$ cat config.mk
export PLATFORM = sky130hd
export DESIGN_NAME = range_sensor_frame_parser_top_flat
export DESIGN_NICKNAME = d
export VERILOG_FILES = /design/src/rtl/core/rsfp_pkg.sv /design/src/rtl/core/rsfp_stream_if.sv /design/src/rtl/core/rsfp_cfg_regs.sv /design/src/rtl/core/rsfp_frame_fsm.sv /design/src/rtl/core/rsfp_range_check.sv /design/src/rtl/core/range_sensor_frame_parser_top.sv /design/src/flat_wrapper.sv
export VERILOG_INCLUDE_DIRS = /design/src /design/src/rtl/core
export SDC_FILE = /design/constraint.sdc
export NUM_CORES = 1
export LEC_CHECK = 0
export BUFFER_PORTS_ARGS = -buffer_cell sky130_fd_sc_hd__buf_2
export CORE_AREA = 2 2 121 123
export DETAILED_ROUTE_END_ITERATION = 8
export DIE_AREA = 0 0 123 125
export GPL_TIMING_DRIVEN = 0
export PLACE_DENSITY = 0.77
export SLEW_MARGIN = 10
export SYNTH_ARGS = -nofsm -noshare
export SYNTH_HDL_FRONTEND = slang
export SYNTH_HIERARCHICAL = 1
export SYNTH_SLANG_ARGS = --single-unit
$ cat constraint.sdc
create_clock -name clk -period 8.2 [get_ports clk]
set_clock_uncertainty 0.1 [all_clocks]
set_input_delay 0.82 -clock clk [delete_from_list [all_inputs] [get_ports clk]]
set_output_delay 0.82 -clock clk [all_outputs]
set_load 0.1 [all_outputs]
$ cat src/rtl/core/range_sensor_frame_parser_top_assert.svh
// Assertion helpers for the range sensor frame parser.
// Each macro expects clk and rst to be visible where it is used.
`ifndef RANGE_SENSOR_FRAME_PARSER_TOP_ASSERT_SVH
`define RANGE_SENSOR_FRAME_PARSER_TOP_ASSERT_SVH

// Same-cycle implication.
`define RSFP_ASSERT_IMP(lbl, ante, cons) \
  lbl: assert property (@(posedge clk) disable iff (rst) (ante) |-> (cons)) \
    else $error("rsfp: same-cycle check failed");

// Next-cycle implication.
`define RSFP_ASSERT_NXT(lbl, ante, cons) \
  lbl: assert property (@(posedge clk) disable iff (rst) (ante) |=> (cons)) \
    else $error("rsfp: next-cycle check failed");

`endif

$ cat src/rtl/core/rsfp_pkg.sv
`default_nettype none
package rsfp_pkg;

  // Frame layout
  localparam logic [7:0] HEADER_BYTE = 8'h59;
  localparam logic [3:0] POS_PAYLOAD = 4'd2;
  localparam logic [3:0] POS_CHECK   = 4'd8;
  localparam int         STORE_LEN   = 5;  // reserved byte is not kept

  // Result status codes
  localparam logic [1:0] ST_CHK_ERR   = 2'd0;
  localparam logic [1:0] ST_OUT_RANGE = 2'd1;
  localparam logic [1:0] ST_VALID     = 2'd2;

  // Register map
  localparam int         ADDR_W               = 4;
  localparam logic [1:0] REG_STRENGTH_FLOOR   = 2'd0;
  localparam logic [1:0] REG_DISTANCE_FLOOR   = 2'd1;
  localparam logic [1:0] REG_DISTANCE_CEILING = 2'd2;

  localparam logic signed [15:0] STRENGTH_FLOOR_RST   = 16'sd20;
  localparam logic signed [15:0] DISTANCE_FLOOR_RST   = 16'sd1;
  localparam logic signed [15:0] DISTANCE_CEILING_RST = 16'sd5000;

  typedef struct packed {
    logic signed [15:0] strength_floor;
    logic signed [15:0] distance_floor;
    logic signed [15:0] distance_ceiling;
  } cfg_t;

  // Completed frame, handed from the framer to the range check
  typedef struct packed {
    logic               done;
    logic               chk_ok;
    logic signed [15:0] distance;
    logic signed [15:0] strength;
    logic [7:0]         mode;
  } frame_t;

  typedef struct packed {
    logic [7:0] rx_byte;
  } rx_t;

  typedef struct packed {
    logic [1:0]         frame_status;
    logic signed [15:0] distance_cm;
    logic signed [15:0] signal_strength;
    logic [7:0]         range_mode;
  } result_t;

endpackage
`default_nettype wire

$ cat src/rtl/core/rsfp_stream_if.sv
`default_nettype none
// Byte channel from the serial receiver
interface rsfp_byte_if;
  import rsfp_pkg::*;
  logic valid;
  logic ready;
  rx_t  payload;
  modport source (output valid, output payload, input ready);
  modport sink (input valid, input payload, output ready);
endinterface

// Decoded result channel
interface rsfp_result_if;
  import rsfp_pkg::*;
  logic    valid;
  logic    ready;
  result_t payload;
  modport source (output valid, output payload, input ready);
  modport sink (input valid, input payload, output ready);
endinterface
`default_nettype wire

$ cat src/rtl/core/rsfp_cfg_regs.sv
`default_nettype none
module rsfp_cfg_regs (
  input  logic                        clk,
  input  logic                        rst,
  input  logic                        psel,
  input  logic                        penable,
  input  logic                        pwrite,
  input  logic [rsfp_pkg::ADDR_W-1:0] paddr,
  input  logic [31:0]                 pwdata,
  output logic [31:0]                 prdata,
  output rsfp_pkg::cfg_t              cfg
);
  import rsfp_pkg::*;

  logic       wr_en;
  logic [1:0] reg_idx;

  assign wr_en   = psel && penable && pwrite;
  assign reg_idx = paddr[ADDR_W-1:2];

  // Register writes, access phase only
  always_ff @(posedge clk) begin
    if (rst) begin
      cfg.strength_floor   <= STRENGTH_FLOOR_RST;
      cfg.distance_floor   <= DISTANCE_FLOOR_RST;
      cfg.distance_ceiling <= DISTANCE_CEILING_RST;
    end else if (wr_en) begin
      case (reg_idx)
        REG_STRENGTH_FLOOR:   cfg.strength_floor   <= pwdata[15:0];
        REG_DISTANCE_FLOOR:   cfg.distance_floor   <= pwdata[15:0];
        REG_DISTANCE_CEILING: cfg.distance_ceiling <= pwdata[15:0];
        default: ;
      endcase
    end
  end

  // Readback, sign-extended to the bus width
  always_comb begin
    case (reg_idx)
      REG_STRENGTH_FLOOR:   prdata = {{16{cfg.strength_floor[15]}}, cfg.strength_floor};
      REG_DISTANCE_FLOOR:   prdata = {{16{cfg.distance_floor[15]}}, cfg.distance_floor};
      REG_DISTANCE_CEILING: prdata = {{16{cfg.distance_ceiling[15]}}, cfg.distance_ceiling};
      default:              prdata = 32'd0;
    endcase
  end

endmodule
`default_nettype wire

$ cat src/rtl/core/rsfp_frame_fsm.sv
`default_nettype none
module rsfp_frame_fsm (
  input  logic             clk,
  input  logic             rst,
  input  logic             accept,
  input  logic [7:0]       rx_byte,
  output rsfp_pkg::frame_t frame
);
  import rsfp_pkg::*;

  logic [3:0] pos;
  logic [3:0] pos_next;
  logic [7:0] sum;
  logic [7:0] sum_next;
  logic [7:0] sum_base;
  logic       at_check;
  logic [7:0] pay [STORE_LEN];

  // Next position and running checksum
  always_comb begin
    sum_base = (pos == 4'd0) ? 8'd0 : sum;
    pos_next = pos;
    sum_next = sum;
    at_check = 1'b0;
    if (pos < POS_PAYLOAD) begin
      if (rx_byte == HEADER_BYTE) begin
        pos_next = pos + 4'd1;
        sum_next = sum_base + rx_byte;
      end else begin
        // broken header: drop the byte and hunt again
        pos_next = 4'd0;
      end
    end else if (pos < POS_CHECK) begin
      pos_next = pos + 4'd1;
      sum_next = sum + rx_byte;
    end else begin
      pos_next = 4'd0;
      at_check = 1'b1;
    end
  end

  always_ff @(posedge clk) begin
    if (rst) begin
      pos <= 4'd0;
      sum <= 8'd0;
    end else if (accept) begin
      pos <= pos_next;
      sum <= sum_next;
    end
  end

  // Payload capture, one register per byte slot
  for (genvar i = 0; i < STORE_LEN; i++) begin : g_pay
    always_ff @(posedge clk) begin
      if (accept && pos == POS_PAYLOAD + 4'(i)) begin
        pay[i] <= rx_byte;
      end
    end
  end

  // Frame complete on the checksum byte
  assign frame.done     = accept && at_check;
  assign frame.chk_ok   = (sum == rx_byte);
  assign frame.distance = {pay[1], pay[0]};
  assign frame.strength = {pay[3], pay[2]};
  assign frame.mode     = pay[4];

endmodule
`default_nettype wire

$ cat src/rtl/core/rsfp_range_check.sv
`default_nettype none
module rsfp_range_check (
  input  logic              clk,
  input  logic              rst,
  input  rsfp_pkg::frame_t  frame,
  input  rsfp_pkg::cfg_t    cfg,
  input  logic              out_ready,
  output logic              out_valid,
  output rsfp_pkg::result_t result
);
  import rsfp_pkg::*;

  logic    in_window;
  result_t result_next;

  // Strict signed window test
  assign in_window = (frame.strength > cfg.strength_floor)
                  && (frame.distance > cfg.distance_floor)
                  && (frame.distance < cfg.distance_ceiling);

  always_comb begin
    if (!frame.chk_ok) begin
      result_next.frame_status    = ST_CHK_ERR;
      result_next.distance_cm     = 16'sd0;
      result_next.signal_strength = 16'sd0;
      result_next.range_mode      = 8'd0;
    end else begin
      result_next.frame_status    = in_window ? ST_VALID : ST_OUT_RANGE;
      result_next.distance_cm     = frame.distance;
      result_next.signal_strength = frame.strength;
      result_next.range_mode      = frame.mode;
    end
  end

  // Output register
  always_ff @(posedge clk) begin
    if (rst) begin
      out_valid <= 1'b0;
    end else if (frame.done) begin
      out_valid <= 1'b1;
    end else if (out_ready) begin
      out_valid <= 1'b0;
    end
  end

  always_ff @(posedge clk) begin
    if (frame.done) begin
      result <= result_next;
    end
  end

endmodule
`default_nettype wire

$ cat src/rtl/core/range_sensor_frame_parser_top.sv
// A result is valid in the cycle after its checksum byte beat is accepted.
// Throughput: one byte beat per cycle; the output register is the only stage.
// The input stalls only while a result waits in the output register unclaimed.
// Reset: clears the frame position, checksum, output valid, and loads the
// window registers with strength floor 20, distance floor 1, ceiling 5000.
`default_nettype none
`include "range_sensor_frame_parser_top_assert.svh"
module range_sensor_frame_parser_top (
  input  logic                        clk,
  input  logic                        rst,
  rsfp_byte_if.sink                   rx,
  rsfp_result_if.source               res,
  input  logic                        psel,
  input  logic                        penable,
  input  logic                        pwrite,
  input  logic [rsfp_pkg::ADDR_W-1:0] paddr,
  input  logic [31:0]                 pwdata,
  output logic [31:0]                 prdata,
  output logic                        pready
);
  import rsfp_pkg::*;

  logic   accept;
  cfg_t   cfg;
  frame_t frame;
  logic   chk_err_beat;

  assign pready   = 1'b1;
  assign rx.ready = !res.valid || res.ready;
  assign accept   = rx.valid && rx.ready;

  rsfp_cfg_regs u_cfg (
    .clk     (clk),
    .rst     (rst),
    .psel    (psel),
    .penable (penable),
    .pwrite  (pwrite),
    .paddr   (paddr),
    .pwdata  (pwdata),
    .prdata  (prdata),
    .cfg     (cfg)
  );

  rsfp_frame_fsm u_fsm (
    .clk     (clk),
    .rst     (rst),
    .accept  (accept),
    .rx_byte (rx.payload.rx_byte),
    .frame   (frame)
  );

  rsfp_range_check u_chk (
    .clk       (clk),
    .rst       (rst),
    .frame     (frame),
    .cfg       (cfg),
    .out_ready (res.ready),
    .out_valid (res.valid),
    .result    (res.payload)
  );

  assign chk_err_beat = res.valid && (res.payload.frame_status == ST_CHK_ERR);

  // Checks; the low 40 payload bits are distance, strength and mode
  `RSFP_ASSERT_IMP(a_done_on_beat, frame.done, rx.valid && rx.ready)
  `RSFP_ASSERT_NXT(a_done_gives_result, frame.done, res.valid)
  `RSFP_ASSERT_IMP(a_status_legal, res.valid, res.payload.frame_status <= ST_VALID)
  `RSFP_ASSERT_IMP(a_chk_err_zero, chk_err_beat, res.payload[39:0] == '0)

endmodule
`default_nettype wire
$ cat src/flat_wrapper.sv
// flat-port wrapper written by rule: the top's interface ports become plain ports
module range_sensor_frame_parser_top_flat import rsfp_pkg::*;
  (clk, rst, psel, penable, pwrite, paddr, pwdata, prdata, pready, rx_valid, rx_payload, rx_ready, res_valid, res_payload, res_ready);
  rsfp_byte_if rx_i ();
  rsfp_result_if res_i ();
  input  logic clk;
  input  logic rst;
  input  logic psel;
  input  logic penable;
  input  logic pwrite;
  input  logic [rsfp_pkg::ADDR_W-1:0] paddr;
  input  logic [31:0] pwdata;
  output logic [31:0] prdata;
  output logic pready;
  input wire logic [$bits(rx_i.valid)-1:0] rx_valid;
  input wire logic [$bits(rx_i.payload)-1:0] rx_payload;
  output wire logic [$bits(rx_i.ready)-1:0] rx_ready;
  output wire logic [$bits(res_i.valid)-1:0] res_valid;
  output wire logic [$bits(res_i.payload)-1:0] res_payload;
  input wire logic [$bits(res_i.ready)-1:0] res_ready;
  assign rx_i.valid = rx_valid;
  assign rx_i.payload = rx_payload;
  assign rx_ready = rx_i.ready;
  assign res_valid = res_i.valid;
  assign res_payload = res_i.payload;
  assign res_i.ready = res_ready;
  range_sensor_frame_parser_top u_core (.clk(clk), .rst(rst), .rx(rx_i), .res(res_i), .psel(psel), .penable(penable), .pwrite(pwrite), .paddr(paddr), .pwdata(pwdata), .prdata(prdata), .pready(pready));
endmodule
==> Flow_metrics.wiki, run 1 <==
{| class="wikitable"
! Metric !! Value
|-
| Result of the run || finished clean
|-
| Share of final-layout standard cells stronger than drive strength 1 || 22.3%
|-
| Clock sink count || 143
|-
| Antenna violations before repair || 0
|-
| Clock network latency to the later pin of the worst-skew pair || 0.43 ns
|-
| Comb pwr share || 6.9%
|-
| First-pass GRT wire length || 28.7 mm
|-
| Top cell types by occurrence after synthesis || edfxtp_1, mux2i_1, dfxtp_1, ha_1, nand2b_1
|-
| DP Wirelength || 13.5 mm
|-
| Switching power || 392 µW
|-
| Main synth FF type || edfxtp_1
|-
| Starting density of the core || 53.4%
|-
| Internal cell power || 1180 µW
|-
| Overall power of the completed layout || 1570 µW
|-
| Pin count of the biggest net entering global routing || 34
|-
| Maximum buffer depth of the clock tree || 2
|-
| Cell type with the highest aggregate area in the netlist || edfxtp_1
|-
| Core ar. || 14200 µm²
|-
| Post-CTS setup repair buffer count || 0
|-
| Number of enable-type register cells in the synthesized netlist || 82
|-
| Launch point of the worst path || paddr[2]
|-
| Number of distinct library cells after synthesis || 63
|-
| Synth async-reset ratio || 0%
|-
| Post-Syn Area per Cell || 10.9 µm²
|-
| Min-Delay Path Class || flip-flop to flip-flop
|-
| Die footprint || 15400 µm²
|-
| Flop and latch count out of synthesis || 143
|-
| Gr ovfl total || 0
|-
| GPL Wtd Cong || 0.858
|-
| Combined area of all synthesized cells || 7590 µm²
|-
| Number of nets in the layout || 935
|-
| Reg-to-reg endpoint || u_core/u_fsm/sum[6]
|-
| Leakage power total || 0.00372 µW
|-
| Wire length after detailed routing || 18.3 mm
|-
| CTS buffer count || 17
|-
| Synthesized instance count || 694
|-
| Relative contribution of sequential cells to total power || 48.3%
|-
| Least-Margin Pin Slew || 1.18 ns
|-
| Hold EP || u_core/u_cfg/cfg[29]
|-
| Fmax || 273 MHz
|-
| Post-layout minimum cycle time || 3.67 ns
|-
| Endpoint type of the worst setup path || output port
|-
| CTS resizes || 0
|-
| Routed Antenna Nets || 0
|-
| DRC marker count from the first detailed-route iteration || 355
|-
| Data required time of the critical path || 7.28 ns
|-
| Root cell of the clock tree || clkbuf_16
|-
| Clock transition time at the flip-flop clock pins of the worst setup and hold paths || 0.06 ns
|-
| WHS Path Cells || 2
|-
| Count of warnings emitted by yosys || 6
|-
| Global-route total usage across every layer || 24.7%
|-
| Ports placed on the boundary || 128
|-
| Sequential-to-total area share from yosys stat || 48.5%
|-
| IO Port Bufs || 108
|-
| Clock network fraction of design power || 44.7%
|-
| Most used standard cell by instance count after synthesis || edfxtp_1
|-
| Ratio of total power to cell area || 176 nW/µm²
|-
| Unrepaired setup endpoints after global routing || false
|-
| Data arrival at the endpoint of the critical path || 2.75 ns
|-
| Post-synth net total || 807
|-
| Setup violation total in the final timing report || 0
|-
| Multi-input combinational cell area || 3450 µm²
|-
| Min-delay src || u_core/u_cfg/cfg[29]
|-
| Top area cells in the synthesized netlist || edfxtp_1, dfxtp_1, ha_1
|-
| Number of hold buffers added after CTS || 0
|-
| Final sum of negative setup slack || 0 ns
|-
| Tightest slew margin relative to the limit || 21.3%
|-
| Layout overhead on the synthesized area || 17.6%
|-
| Count of endpoints failing hold in the final timing report || 0
|-
| Part of the cycle the worst path needs || 44.7%
|-
| FF/Latch Area || 3680 µm²
|-
| MaxCap Viol Count || 0
|-
| Top fanout value on the critical path || 17
|-
| Clock tree from TritonCTS || yes
|-
| Critical Path Source Type || input port
|-
| Die X-Extent || 123 µm
|-
| Worst supply voltage drop on vdd || 119 µV
|-
| Die Span Y || 125 µm
|-
| Final routed DRC violation total || 0
|-
| Per-cell routed wire length || 18.0 µm
|-
| Cell depth of the worst flop-to-flop path || 12
|-
| Critical Setup Path Class || input port to output port
|-
| Synth top area share || 32.4%
|-
| CTS HTree Levels || 4
|-
| Filler Cells Inserted || 1149
|-
| Worst setup slack for register-to-register paths || 5.05 ns
|-
| Routed vias/inst || 5.52
|-
| Net switching share of the total power || 24.9%
|-
| Detailed-route via count || 5620
|-
| RR Startpoint || u_core/u_fsm/pos[2]
|-
| Slew Limit Fails || 0
|-
| Antenna diode count || 0
|-
| First-pass iteration count of the detailed router || 7
|-
| Placement row count || 44
|-
| Number of global-route vias before repair || 5617
|}
-- critical path: stages --
cell,delay (ns)
buf_2,0.12
buf_4,0.20
mux2i_1,0.14
o21ai_1,0.81
buf_4,0.24
buf_2,0.42
-- through the flow --
step	hold slack [ns]	instances	cell area, µm²	utilization (%)	setup slack (ns)
2_1_floorplan	0.361	694	7590	-	2.59
3_3_place_gp	0.377	986	8360	58.9	3.94
3_5_place_dp	0.388	987	8390	59.0	4.51
4_1_cts	0.397	1018	8920	62.8	4.51
5_1_grt	0.413	1018	8930	62.9	4.36
6_report	0.393	1018	8930	62.9	4.53
-- registers in the layout (all words and copies together), names as in the netlist --
register,cells
u_core/u_fsm/pos,4
u_core/u_fsm/pay,40
u_core/u_fsm/sum,8
u_core/u_chk/result,42
u_core/u_chk/out_valid,1
u_core/u_cfg/cfg,48
-- metal layers --
layer / share of wire, % / GRT usage (%)
met5: 0 / 0
met4: 2.9 / 10.4
met3: 6.0 / 4.15
met2: 49 / 41.5
met1: 42 / 31.3
-- cell families after synthesis --
logic type / after synthesis / share of synthesized area (%)
compound gates: 94 / 8.00
xor+xnor: 11 / 1.27
fa+ha+maj: 62 / 10.3
buf+inv: 99 / 6.12
flops: 143 / 48.5
mux: 64 / 8.44
other cells: 1 / 0.0494
simple gates: 220 / 17.3
-- placed cells by master (no fill, tap or decap), drive strengths merged, types with 3 or more instances in the layout --
cell    netlist  routed
a211oi        5       5
a21o          9       9
a21oi        26      26
and2         39      39
and3          7       7
buf          27     136
clkbuf       16      34
clkinv        0       5
dfxtp        61      61
edfxtp       82      82
ha           61      61
inv          56      62
mux2i        64      64
nand2        33      33
nand2b       58      58
nand3         7       7
nand4        12      12
nor2         35      35
nor2b        10      10
nor3          3       3
nor3b         4       4
nor4          3       3
o211ai        4       4
o21ai        31      31
xnor2        10      10
-- worst max-delay path by stage --
stage | cells past startpoint | end
final | 6 | prdata[29]
after global routing | 6 | prdata[26]
after CTS | 6 | prdata[29]
after detailed placement | 6 | prdata[29]
after global placement | 5 | u_core/u_chk/result[24]
after floorplan | 4 | prdata[16]
-- power by group through the flow --
stage | Clock [µW] | Sequential [µW] | Combinational (µW)
floorplan | 0 | 774 | 74.8
global placement | 0 | 775 | 105
detailed placement | 0 | 775 | 108
CTS | 711 | 760 | 108
global route | 739 | 760 | 116
finish | 703 | 760 | 109
-- final cells by class --
type / count / share of cell area [%]
flip-flops and latches: 143 / 41.3
inverters: 56 / 2.35
well taps: 184 / 2.58
clock inverters: 13 / 1.19
plain buffers: 43 / 2.85
clock buffers: 18 / 4.81
multi-input cells: 452 / 38.7
repair buffers: 109 / 6.28
No activity file was read; power rests on OpenSTA's default activity.
==> run 2, diff against run 1 <==
Clock period 8.2 ns to 3.38 ns, I/O delays scaled along.
==> run 2 against run 1 <==
Effect of this change: sequential power rose by 140%; non-clock buffer count did not move; clock power rose to 2.6 times the previous value; die area did not move; total power rose by 150%; flip-flop and latch count did not move; core utilization rose by 0.26 points; critical path type is now flip-flop to flip-flop; largest cell class unchanged.
==> Flow_metrics.wiki, run 2 (same netlist as run 1, synthesis figures left out) <==
{| class="wikitable"
! Metric !! Value
|-
| Tightest slew margin relative to the limit || 16.5% (was 21.3%)
|-
| Die Span Y || 125 µm (unchanged)
|-
| Die footprint || 15400 µm² (unchanged)
|-
| Least-Margin Pin Slew || 1.25 ns (was 1.18 ns)
|-
| Critical Setup Path Class || flip-flop to flip-flop (was input port to output port)
|-
| GPL Wtd Cong || 0.850 (was 0.858)
|-
| Max FFs per register || 48 (unchanged)
|-
| Placement row count || 44 (unchanged)
|-
| Data arrival at the endpoint of the critical path || 3.30 ns (was 2.75 ns)
|-
| WHS Path Cells || 3 (was 2)
|-
| Ports placed on the boundary || 128 (unchanged)
|-
| Registers with the highest flip-flop counts || u_core/u_cfg/cfg (48), u_core/u_chk/result (42), u_core/u_fsm/pay (40) (unchanged)
|-
| CTS buffer count || 17 (unchanged)
|-
| Starting density of the core || 53.4% (unchanged)
|-
| Worst supply voltage drop on vdd || 282 µV (was 119 µV)
|-
| FF/Latch Area || 3680 µm² (unchanged)
|-
| Layout Utilization || 63.1% (was 62.9%)
|-
| Antenna violations before repair || 0 (unchanged)
|-
| Unrepaired setup endpoints after global routing || false (unchanged)
|-
| Filler Cells Inserted || 1142 (was 1149)
|-
| MaxCap Viol Count || 0 (unchanged)
|-
| Critical Path Source Type || flip-flop (was input port)
|-
| Clock sink count || 143 (unchanged)
|-
| Routed vias/inst || 5.49 (was 5.52)
|-
| Clock transition time at the flip-flop clock pins of the worst setup and hold paths || 0.06 ns (about the same)
|-
| Routed Antenna Nets || 0 (unchanged)
|-
| Top fanout value on the critical path || 10 (was 17)
|-
| Setup violation total in the final timing report || 0 (unchanged)
|-
| Met3 Usage GRT || 3.97% (was 4.15%)
|-
| Met2 usage || 42.4% (was 41.5%)
|-
| Part of the cycle the worst path needs || 91.9%
|-
| Multi-input combinational cell area || 3450 µm² (about the same)
|-
| Min-Delay Path Class || input port to flip-flop (was flip-flop to flip-flop)
|-
| First-pass GRT wire length || 28.7 mm (about the same)
|-
| Ratio of total power to cell area || 438 nW/µm² (was 176 nW/µm²)
|-
| Met1 layer usage reported by global route || 31.2% (was 31.3%)
|-
| Gr ovfl total || 0 (unchanged)
|-
| IO Port Bufs || 108 (unchanged)
|-
| Endpoint type of the worst setup path || flip-flop (was output port)
|-
| Number of hold buffers added after CTS || 0 (unchanged)
|-
| Per-cell routed wire length || 18.1 µm (was 18.0 µm)
|-
| Filler-free cell count of the finished design || 1019 (was 1018)
|-
| Maximum buffer depth of the clock tree || 2 (unchanged)
|-
| Slew Limit Fails || 0 (unchanged)
|-
| Result of the run || finished clean (unchanged)
|-
| Pin count of the biggest net entering global routing || 34 (unchanged)
|-
| Share of final-layout standard cells stronger than drive strength 1 || 22.5% (was 22.3%)
|-
| First-pass iteration count of the detailed router || 5 (was 7)
|-
| Area after detailed placement || 8390 µm² (about the same)
|-
| Placed Instances || 987 (unchanged)
|-
| Largest register by flop count || u_core/u_cfg/cfg (unchanged)
|-
| Post-route standard cell area excluding fillers || 8960 µm² (was 8930 µm²)
|-
| Detailed-route via count || 5592 (was 5620)
|-
| Final sum of negative setup slack || 0 ns (unchanged)
|-
| Global-route total usage across every layer || 24.7% (about the same)
|-
| Layout overhead on the synthesized area || 18.1% (was 17.6%)
|-
| Core ar. || 14200 µm² (unchanged)
|-
| Most frequent standard cell in the layout excluding fill and tap cells || buf_2 (unchanged)
|-
| Fmax || 322 MHz
|-
| Clock tree from TritonCTS || yes (unchanged)
|-
| Clock network latency to the later pin of the worst-skew pair || 0.42 ns (was 0.43 ns)
|-
| CTS resizes || 0 (unchanged)
|-
| Post-layout minimum cycle time || 3.11 ns
|-
| Number of global-route vias before repair || 5540 (was 5617)
|-
| DP Wirelength || 13.4 mm (was 13.5 mm)
|-
| Number of nets in the layout || 935 (unchanged)
|-
| DRC marker count from the first detailed-route iteration || 353 (was 355)
|-
| Count of endpoints failing hold in the final timing report || 0 (unchanged)
|-
| CTS HTree Levels || 4 (unchanged)
|-
| Final routed DRC violation total || 0 (unchanged)
|-
| Die X-Extent || 123 µm (unchanged)
|-
| Data required time of the critical path || 3.57 ns (was 7.28 ns)
|-
| Root cell of the clock tree || clkbuf_16 (unchanged)
|-
| Leakage power total || 0.00374 µW (was 0.00372 µW)
|-
| Cell depth of the worst flop-to-flop path || 12 (unchanged)
|-
| Wire length after detailed routing || 18.4 mm (was 18.3 mm)
|-
| Leading cell types in the layout, fill and taps excluded || buf_2, edfxtp_1, mux2i_1 (unchanged)
|-
| Grt peak-use layer || met2 (unchanged)
|-
| Antenna diode count || 0 (unchanged)
|-
| Post-CTS setup repair buffer count || 0 (unchanged)
|}
==> run 2: metrics by stage <==
step,total power (µW),setup slack (ns),hold slack (ns)
floorplan,2060,0.0173,0.310
global placement,2130,0.491,0.378
detailed placement,2140,0.356,0.381
CTS,3950,0.302,0.0822
global route,4030,0.0821,0.0980
finish,3920,0.274,0.103
==> run 2: layout make-up <==
cell class	instances	area share, %
plain buffers	43	2.83
clock inverters	15	1.65
inverters	56	2.35
repair buffers	109	6.25
well taps	184	2.57
clock buffers	17	4.75
multi-input cells	452	38.5
flip-flops and latches	143	41.1
==> run 2: worst max-delay path: stages (launching register included) <==
cell and delay (ns):
dfxtp_1 0.29, buf_2 0.16, nor2_1 0.24, and3_1 0.19
clkbuf_1 0.34, nor2b_1 0.10, ha_1 0.25, fa_1 0.45
a211oi_1 0.32, o21bai_1 0.13, a21oi_1 0.19, or4b_1 0.13
o311ai_1 0.09
==> run 2: routing by layer <==
metal  share of wire (%)  up-vias
met1                  42     2673
met3                 5.5       29
met5                   0        -
met2                  50      212
li1                    -     2678
met4                 2.1        0
==> run 2: where the power goes <==
group | internal, µW | switching (µW)
clock | 1040 | 781
sequential | 1840 | 6.61
combinational | 79.2 | 186
total | 2950 | 974
==> run 2: worst paths after layout <==
path	startpoint	to	slack, ns
max	u_core/u_fsm/pos[2]	u_core/u_fsm/sum[6]	0.27
min	pwdata[2]	u_core/u_cfg/cfg[34]	0.10
max reg2reg	u_core/u_fsm/pos[2]	u_core/u_fsm/sum[6]	0.27
min reg2reg	u_core/u_cfg/cfg[23]	u_core/u_cfg/cfg[23]	0.39
